## config.mk

```make
export PLATFORM = sky130hd
export DESIGN_NAME = fbrb_front
export DESIGN_NICKNAME = d
export VERILOG_FILES = /design/src/sv/fbrb_pkg.sv /design/src/sv/fbrb_front.sv
export SDC_FILE = /design/constraint.sdc
export NUM_CORES = 1
export LEC_CHECK = 0
export BUFFER_PORTS_ARGS = -buffer_cell sky130_fd_sc_hd__buf_2
export CAP_MARGIN = 30
export CORE_MARGIN = 4
export CORE_UTILIZATION = 44
export DETAILED_ROUTE_END_ITERATION = 12
export PLACE_DENSITY = 0.7
export SLEW_MARGIN = 20
export SYNTH_ARGS = -nofsm -noshare
export SYNTH_HDL_FRONTEND = slang
export SYNTH_SLANG_ARGS = --single-unit
```

## constraint.sdc

```tcl
create_clock -name clock -period 1.9 [get_ports clock]
set_input_delay 0.38 -clock clock [delete_from_list [all_inputs] [get_ports clock]]
set_output_delay 0.38 -clock clock [all_outputs]
set_load 0.02 [all_outputs]
```

## src/sv/fbrb_pkg.sv

```systemverilog
package fbrb_pkg;

   localparam int DEFAULT_RING_BYTES = 1024;
   localparam int BYTE_W             = 8;
   localparam int LEN_W              = 11;
   localparam int KIND_W             = 2;
   localparam int DROP_W             = 32;
   localparam int USED_W             = 11;
   localparam int HDR_BYTES          = 4;
   localparam int HDR_W              = HDR_BYTES * BYTE_W;
   localparam int QUEUE_DEPTH        = 2;   // power of two, pointers wrap naturally

   localparam int REQ_DATA_W = ((LEN_W + BYTE_W + 7) / 8) * 8;
   localparam int RSP_FIELD_W = BYTE_W + 1 + DROP_W + USED_W;
   localparam int RSP_DATA_W = ((RSP_FIELD_W + 7) / 8) * 8;

   localparam logic [DROP_W-1:0] DROP_MAX = '1;

   // request kind codes on req_tuser
   localparam logic [KIND_W-1:0] KIND_OPEN    = 2'd0;
   localparam logic [KIND_W-1:0] KIND_PAYLOAD = 2'd1;
   localparam logic [KIND_W-1:0] KIND_TAKE    = 2'd2;

   typedef enum logic [1:0] {
      OP_OPEN,
      OP_PAYLOAD,
      OP_TAKE,
      OP_NONE
   } op_type;

   typedef struct packed {
      op_type              op;
      logic [LEN_W-1:0]    len;
      logic [BYTE_W-1:0]   data;
   } item_type;

   typedef struct packed {
      logic [USED_W-1:0]   bytes_used;
      logic [DROP_W-1:0]   drop_count;
      logic                accepted;
      logic                record_end;
      logic                byte_valid;
      logic [BYTE_W-1:0]   out_byte;
   } result_type;

endpackage

```

## src/sv/fbrb_front.sv

```systemverilog
module fbrb_front import fbrb_pkg::*; (
   input  logic                  clock,
   input  logic                  reset,
   input  logic                  req_tvalid,
   output logic                  req_tready,
   input  logic [REQ_DATA_W-1:0] req_tdata,
   input  logic [KIND_W-1:0]     req_tuser,
   output logic                  q_valid,
   output item_type              q_item,
   input  logic                  q_pop
);

   localparam int PTR_W = (QUEUE_DEPTH > 1) ? $clog2(QUEUE_DEPTH) : 1;
   localparam int CNT_W = $clog2(QUEUE_DEPTH + 1);

   item_type            entry_ff [QUEUE_DEPTH];
   logic [PTR_W-1:0]    wr_ptr_ff, wr_ptr_in;
   logic [PTR_W-1:0]    rd_ptr_ff, rd_ptr_in;
   logic [CNT_W-1:0]    count_ff, count_in;
   item_type            new_item;
   logic                push, pop;

   // classify the incoming request
   always_comb begin
      new_item.len  = req_tdata[LEN_W-1:0];
      new_item.data = req_tdata[LEN_W +: BYTE_W];
      case (req_tuser)
         KIND_OPEN:    new_item.op = OP_OPEN;
         KIND_PAYLOAD: new_item.op = OP_PAYLOAD;
         KIND_TAKE:    new_item.op = OP_TAKE;
         default:      new_item.op = OP_NONE;
      endcase
   end

   assign req_tready = (count_ff != CNT_W'(QUEUE_DEPTH));
   assign q_valid    = (count_ff != '0);
   assign q_item     = entry_ff[rd_ptr_ff];
   assign push       = req_tvalid && req_tready;
   assign pop        = q_pop && q_valid;

   always_comb begin
      wr_ptr_in = push ? wr_ptr_ff + 1'b1 : wr_ptr_ff;
      rd_ptr_in = pop  ? rd_ptr_ff + 1'b1 : rd_ptr_ff;
      count_in  = count_ff + CNT_W'(push) - CNT_W'(pop);
   end

   always_ff @(posedge clock) begin
      if (push) begin
         entry_ff[wr_ptr_ff] <= new_item;
      end
      if (reset) begin
         wr_ptr_ff <= '0;
         rd_ptr_ff <= '0;
         count_ff  <= '0;
      end else begin
         wr_ptr_ff <= wr_ptr_in;
         rd_ptr_ff <= rd_ptr_in;
         count_ff  <= count_in;
      end
   end

   a_count_bound: assert property (@(posedge clock) disable iff (reset)
      count_ff <= CNT_W'(QUEUE_DEPTH))
      else $error("queue over depth");

   a_full_no_push: assert property (@(posedge clock) disable iff (reset)
      (count_ff == CNT_W'(QUEUE_DEPTH)) && !pop |=> (count_ff == CNT_W'(QUEUE_DEPTH)))
      else $error("queue count moved while full");

   a_pointer_gap: assert property (@(posedge clock) disable iff (reset)
      (count_ff == '0) |-> (wr_ptr_ff == rd_ptr_ff))
      else $error("empty queue with pointer gap");

endmodule

```

=== Word level (Yosys, flattened, before mapping) ===
Memory sizes are Yosys's and may differ from the RTL's. A register that Yosys moved wholly into a read port is not among the register bits.
Cells that the tools add are included.

* Register bits after elaboration: 4
* Memory bits (writable): 42
* Output and inout bits: 23
* Memories: 1

* Add/sub/neg operators: 4
* Equality and inequality tests: 3
* Muxes and demuxes: 5
* Reduce and logical (&&, ||, !) cells: 4

{| class="wikitable"
|+ Memory list
! memory !! depth !! bits a word !! rd ports !! clocked after memory_dff !! write ports !! RTL line !! text
|-
| entry_ff || 2 || 21 || 1 || 1 || 1 || fbrb_front.sv:16 || <nowiki>item_type entry_ff [QUEUE_DEPTH];</nowiki>
|}

{| class="wikitable"
|+ Operators by type and width
! kind !! count
|-
| 2-bit one-hot mux with 3 select lines || 1
|-
| 1-bit 2-to-1 mux || 4
|-
| 1-bit adder, second input constant || 2
|-
| 2-bit by 1-bit adder with 2-bit output || 1
|-
| 2-bit by 1-bit equality test with 1-bit output, second input constant || 1
|-
| 2-bit equality test, second input constant || 1
|-
| 1-bit logical AND || 2
|-
| 2-bit logical NOT || 1
|-
| 2-bit != test, second input constant || 1
|-
| 2-bit nonzero test || 1
|-
| 2-bit by 1-bit subtractor with 2-bit output || 1
|}

=== Depth between registers and ports, before layout ===
Gate-level depths: netlist of the first run.

* Depth in word-level cells: 4
* Gate-level depth with buffers: 6
* Gate-level depth less buffers: 6

=== Worst setup path before layout of the first run ===
OpenSTA, ideal clock, no wires.

* Kind: register -> register
* From: register count_ff[0]
* To: memory entry_ff[1][0] in the netlist's numbering (enable)
* Setup time: 0.379 ns
* Arrival: 1.332 ns
* Path slack: 0.189 ns
* Stages on the path, launching flop included: 3
* Buffers on the path: 0
* Clock period less this slack: 1.711 ns
* Cell sequence: dfxtp_1 > nand2b_1 > and3_1

* Word-level cells in the longest chain between the ends: 4

{| class="wikitable"
|+ RTL lines
! what !! RTL line !! text
|-
| start: declaration || fbrb_front.sv:19 || <nowiki>logic [CNT_W-1:0] count_ff, count_in;</nowiki>
|-
| start signal: assignment || fbrb_front.sv:58 || <nowiki>count_ff <= count_in;</nowiki>
|-
| 2-bit != test || fbrb_front.sv:35 || <nowiki>assign req_tready = (count_ff != CNT_W'(QUEUE_DEPTH));</nowiki>
|-
| via req_tready || fbrb_front.sv:5 || <nowiki>output logic req_tready,</nowiki>
|-
| 1-bit logical AND || fbrb_front.sv:38 || <nowiki>assign push = req_tvalid && req_tready;</nowiki>
|-
| 1-bit 2-to-1 mux || fbrb_front.sv:48 || <nowiki>if (push) begin</nowiki>
|-
| 1-bit 2-to-1 mux (not written as such) || fbrb_front.sv:49 || <nowiki>entry_ff[wr_ptr_ff] <= new_item;</nowiki>
|-
| end: declaration || fbrb_front.sv:16 ||
|}

The timed path passes the listed nets, and every way through them passes these cells.

==> flow_summary.toml, run 1 <==
[timing]
relSlewSlack = 0.811
final.min_clock_period_ns = 1.73
rsz0062_at_grt = "false"
finalMaxSlewViolations = 0
hold_violations = 0
fin_tns_setup_ns = 0
fin_crit_sh = 0.913
tightest_slew_ns = 0.284
fmax_mhz = 576
setup_viol = 0
fin_skew_ns = 0.00557

[final_layout]
fin_cells = 200
diodes = 0
area_growth_pct = 25.3
layout_common_cells = "47 x buf_2, 42 x edfxtp_1, 21 x mux2_2"
drive_gt1_frac = 0.539
fillers = 283
final_cell_area_um2 = 2220
layout_commonest_cell = "buf_2"
finalNetCount = 182

[run_status]
status = "finished clean"

[routing]
drtAntennaViolNets = 0
via_per_inst = 4.83
drt_iter0_markers = 53
routedWlPerCell_um = 14.8
drtPass1Iterations = 4
routed_wl_um = 2950
drc = 0
vias = 965

[place]
dpl_cell_area_um2 = 2090
dp.cells = 192
dpl.hpwl_um = 2120
gp_congestion = 0.673
io_buffers = 47

[power]
p_comb_frac = 0.244
p_int_w = 0.00208
p_per_area_nw_per_um2 = 1270
cellLeakagePower_nw = 0.865
clock_power_share = 0.294
seqPwrFrac = 0.462
p_switching_w = 0.000745
ir_drop_v = 0.000754
switching_share = 0.263

[worst_setup_path]
arrival_ns = 1.35
endpoint_kind = "output pin"
critPathLaunchType = "flip-flop"
worstPathRequired_ns = 1.52
crit_fanout = 13
path_class = "flip-flop to output pin"

[flow_run]
maxCapViolCount = 0

[yosys]
netlist_instances = 96
yosysSeqAreaShare = 0.768
yosysTopAreaCellShare = 0.711
ys_ff_latch = 47
synth_nets = 127
synth_cell_types = 23
synth-warning-count = 0
synth.top_cells.by_area = "edfxtp_1 71%, mux2_2 13%, dfxtp_1 5.6%"
avgSynthCellArea_um2 = 18.5
yosys.area.top_type = "edfxtp_1"
syn_area_um2 = 1770

[cts]
clkTransAtPathRegs_ns = 0.08
cts_tree = "yes"
numCtsBuffers = 5
clk_latency_ns = 0.29
cts_sinks = 47
postCtsHoldBufs = 0
htree_num_levels = 2
ctsRootBufferMaster = "clkbuf_8"
cts_resized = 0
cts_max_path_buffers = 2
cts_setup_buffers = 0

[die]
core_um2 = 3770
die-width_um = 71.5
io_pins = 53
placementRows = 22
die_height_um = 71.5
start_util = 0.470
die_area_um2 = 5110

[global_route]
grt_max_degree = 22
grt_pass1_wl_um = 4750
antenna_found_initial = 0
grt_overflow = 0
grtUsageTotal = 0.126
grt_pass1_vias = 1052

[hold_path]
min_path_type = "primary input to flip-flop"
[through the flow]
| step | setup slack, ns | utilization | hold slack (ns) | power (W) |
|---|---|---|---|---|
| floorplan | 0.189 | - | 0.449 | 0.00180 |
| global placement | 0.258 | 0.554 | 0.486 | 0.00201 |
| detailed placement | 0.139 | 0.554 | 0.496 | 0.00203 |
| CTS | 0.140 | 0.589 | 0.257 | 0.00286 |
| global route | 0.0852 | 0.589 | 0.258 | 0.00297 |
| finish | 0.165 | 0.589 | 0.271 | 0.00283 |
[worst paths after layout]
kind	start	endpoint	slack (ns)	depth (start not counted)
worst min-delay path	req_tuser[0]	entry_ff[1][19]	0.27	1
worst min register to register	rd_ptr_ff	flip-flop	0.52	2
worst max register to register	count_ff[1]	count_ff[1]	0.32	6
worst max-delay path	flip-flop	q_item[5]	0.17	3
[flip-flops by register name, indices dropped and copies added (netlist names), named ones only]
register / count
entry_ff: 42
count_ff: 2
rd_ptr_ff: 1
wr_ptr_ff: 1
[power groups by stage]
stage,Clock [W],Combinational (W),Sequential [W]
6_report,0.000831,0.000691,0.00131
5_1_grt,0.000900,0.000752,0.00132
4_1_cts,0.000852,0.000704,0.00131
3_5_place_dp,0,0.000700,0.00133
3_3_place_gp,0,0.000690,0.00132
2_1_floorplan,0,0.000478,0.00132
[critical path: stages (launching register included)]
cell and delay, ns:
dfxtp_1 0.33, buf_4 0.21, mux2_2 0.36, buf_2 0.16
[area by class of cell]
cell class | instances | area (um2) | area share
sequential | 47 | 1360 | 0.613
multi-input combinational | 44 | 390 | 0.176
timing repair buffer | 52 | 273 | 0.123
clock buffer | 6 | 72.6 | 0.0327
inverter | 1 | 3.75 | 0.00169
clock inverter | 2 | 60.1 | 0.0270
tap | 48 | 60.1 | 0.0270
[Yosys cell counts]
library cell	number
and3_1	1
ha_1	1
and2b_1	1
nand2b_1	1
edfxtp_1	42
mux2_1	1
nor2b_1	2
inv_1	1
dfxtp_1	5
a32oi_1	1
or2_2	1
xor2_1	1
nand3_1	1
a21bo_1	1
o21ai_0	2
nand3b_1	1
a21oi_1	1
mux2_2	21
clkbuf_1	2
a211oi_1	1
a21bo_2	1
buf_2	2
nor2_1	5
[routing by layer]
layer | wire, um | vias to the layer above | GRT usage | part of all wire
met5 | 0 | - | 0 | 0
met4 | 61 | 0 | 0.0689 | 0.021
met3 | 145 | 4 | 0.0393 | 0.049
met2 | 1650 | 25 | 0.235 | 0.56
met1 | 1090 | 462 | 0.121 | 0.37
li1 | - | 474 | - | -
[cell families (layout without fill, tap and decap cells)]
logic type	count (synthesis)	count (layout)	share of synthesized area
DFF	47	47	0.768
muxes	22	22	0.140
and+or+nand+nor	13	13	0.0395
AOI/OAI and AO/OA	7	7	0.0289
buffers and inverters	5	61	0.0120
adders and majority gates	1	1	0.00706
xor gates and xnor gates	1	1	0.00494
Note: power is estimated with default switching activity, not from simulation.
==> run 2, diff against run 1 <==
--- a/config.mk
+++ b/config.mk
@@ -7,10 +7,12 @@
 export LEC_CHECK = 0
 export BUFFER_PORTS_ARGS = -buffer_cell sky130_fd_sc_hd__buf_2
 export CAP_MARGIN = 30
+export CELL_PAD_IN_SITES_DETAIL_PLACEMENT = 1
+export CELL_PAD_IN_SITES_GLOBAL_PLACEMENT = 1
 export CORE_MARGIN = 4
-export CORE_UTILIZATION = 44
+export CORE_UTILIZATION = 41
 export DETAILED_ROUTE_END_ITERATION = 12
-export PLACE_DENSITY = 0.7
+export PLACE_DENSITY_LB_ADDON = 0.1
 export SLEW_MARGIN = 20
 export SYNTH_ARGS = -nofsm -noshare
 export SYNTH_HDL_FRONTEND = slang
==> run 2 against run 1 <==
Compared with the run above: register-to-register slack improved by 0.03 ns; die area increased by 6.5%; worst hold slack got worse by 0.0098 ns; count of clock-buffer cells in the layout unchanged; fmax decreased by 2.3%; final cell count increased by 1.0%; power increased by 1.6%; critical path depth unchanged; non-clock buffer count unchanged; first-iteration DRC count increased by 5.7%; critical path type unchanged; critical endpoint is now q_item[12].
==> flow_summary.toml, run 2 (same netlist as run 1, synthesis figures left out) <==
[final_layout]
layout_commonest_cell = "buf_2"
seq_area_um2 = 1360
final_core_utilization = 0.551
fin_cells = 202
top_regs = "entry_ff: 42 flops, count_ff: 2 flops"
finalNetCount = 182
layout_common_cells = "47 x buf_2, 42 x edfxtp_1, 21 x mux2_2, 5 x nor2_1, 5 x clkbuf_8"
area_growth_pct = 26.9
fillers = 401
diodes = 0
final_cell_area_um2 = 2250
multi_input_area_um2 = 390
largest-register = "entry_ff"
drive_gt1_frac = 0.546
largest_register_ff_count = 42

[cts]
cts_resized = 1
postCtsHoldBufs = 0
cts_setup_buffers = 0
cts_sinks = 47
ctsRootBufferMaster = "clkbuf_8"
htree_num_levels = 2
clkTransAtPathRegs_ns = 0.09
cts_tree = "yes"
cts_max_path_buffers = 2
numCtsBuffers = 5
clk_latency_ns = 0.30

[flow_run]
maxCapViolCount = 0

[timing]
hold_ws_ns = 0.261
finalMaxSlewViolations = 0
tightest_slew_ns = 0.317
fin_crit_sh = 0.934
hold_violations = 0
fin_tns_setup_ns = 0
final.min_clock_period_ns = 1.78
setup_viol = 0
fmax_mhz = 563
rsz0062_at_grt = "false"
relSlewSlack = 0.788
fin_skew_ns = 0.00717

[global_route]
grt_pass1_vias = 1098
grt_overflow = 0
grt_pass1_wl_um = 5170
grtUsageTotal = 0.132
antenna_found_initial = 0
grt_max_degree = 16

[die]
die-width_um = 73.8
io_pins = 53
die_area_um2 = 5440
placementRows = 23
core_um2 = 4090
start_util = 0.434
die_height_um = 73.8

[place]
io_buffers = 47
dp.cells = 194
gp_congestion = 0.676
dpl.hpwl_um = 2320
dpl_cell_area_um2 = 2120

[routing]
routedWlPerCell_um = 15.8
vias = 975
drt_iter0_markers = 56
via_per_inst = 4.83
drtPass1Iterations = 4
drc = 0
routed_wl_um = 3190
drtAntennaViolNets = 0

[worst_setup_path]
critPathLaunchType = "flip-flop"
ff2ff_path_depth = 6
path_buf_inv = 2
arrival_ns = 1.40
worstPathCellList = "buf_4 -> mux2_2 -> buf_2"
worstPathRequired_ns = 1.52
crit_slowest_cell = "dfxtp_2"
cp.depth = 3
endpoint_kind = "output pin"
path_class = "flip-flop to output pin"
crit_fanout = 6
critPathMaxStageDelay_ns = 0.41
path_delay_family = "flip-flops"

[power]
cellLeakagePower_nw = 0.873
ir_drop_v = 0.000590
p_per_area_nw_per_um2 = 1280

[hold_path]
hold_depth = 1
min_path_type = "primary input to flip-flop"

[run_status]
status = "finished clean"
==> run 2: cell count changes in the layout (fill, tap and decap cells not counted) <==
cell	delta
dfxtp_1	-1
buf_12	+2
buf_4	-2
dfxtp_2	+1
==> run 2: per-stage QoR <==
stage	total power, W	setup WS, ns
6_report	0.00287	0.124
5_1_grt	0.00302	0.0609
4_1_cts	0.00292	0.0915
3_5_place_dp	0.00207	0.186
3_3_place_gp	0.00204	0.249
2_1_floorplan	0.00180	0.189
==> run 2: final timing paths <==
check	start	slack, ns	endpoint
worst max-delay path	flip-flop	0.12	q_item[12]
worst min-delay path	req_tdata[13]	0.26	entry_ff[0][2]
worst max register to register	count_ff[1]	0.35	count_ff[1]
worst min register to register	rd_ptr_ff	0.52	rd_ptr_ff
==> run 2: layer usage <==
metal  global-route usage  up-vias  wire length (um)
li1                     -      472                 -
met1                0.149      471              1270
met3               0.0506        5               188
met4               0.0483        0                44
met5                    0        -                 0
met2                0.225       27              1680
==> run 2: area by class of cell <==
class,instances,area share
clock buffers,6,0.0323
clock inverters,2,0.0267
inverters,1,0.00167
multi-input cells,44,0.174
flip-flops and latches,47,0.606
well taps,50,0.0278
repair buffers,52,0.132
==> run 2: power breakdown <==
part           internal [W]  switching, W
Clock              0.000525      0.000317
Sequential          0.00126     0.0000619
Combinational      0.000323      0.000388
Total               0.00211      0.000766
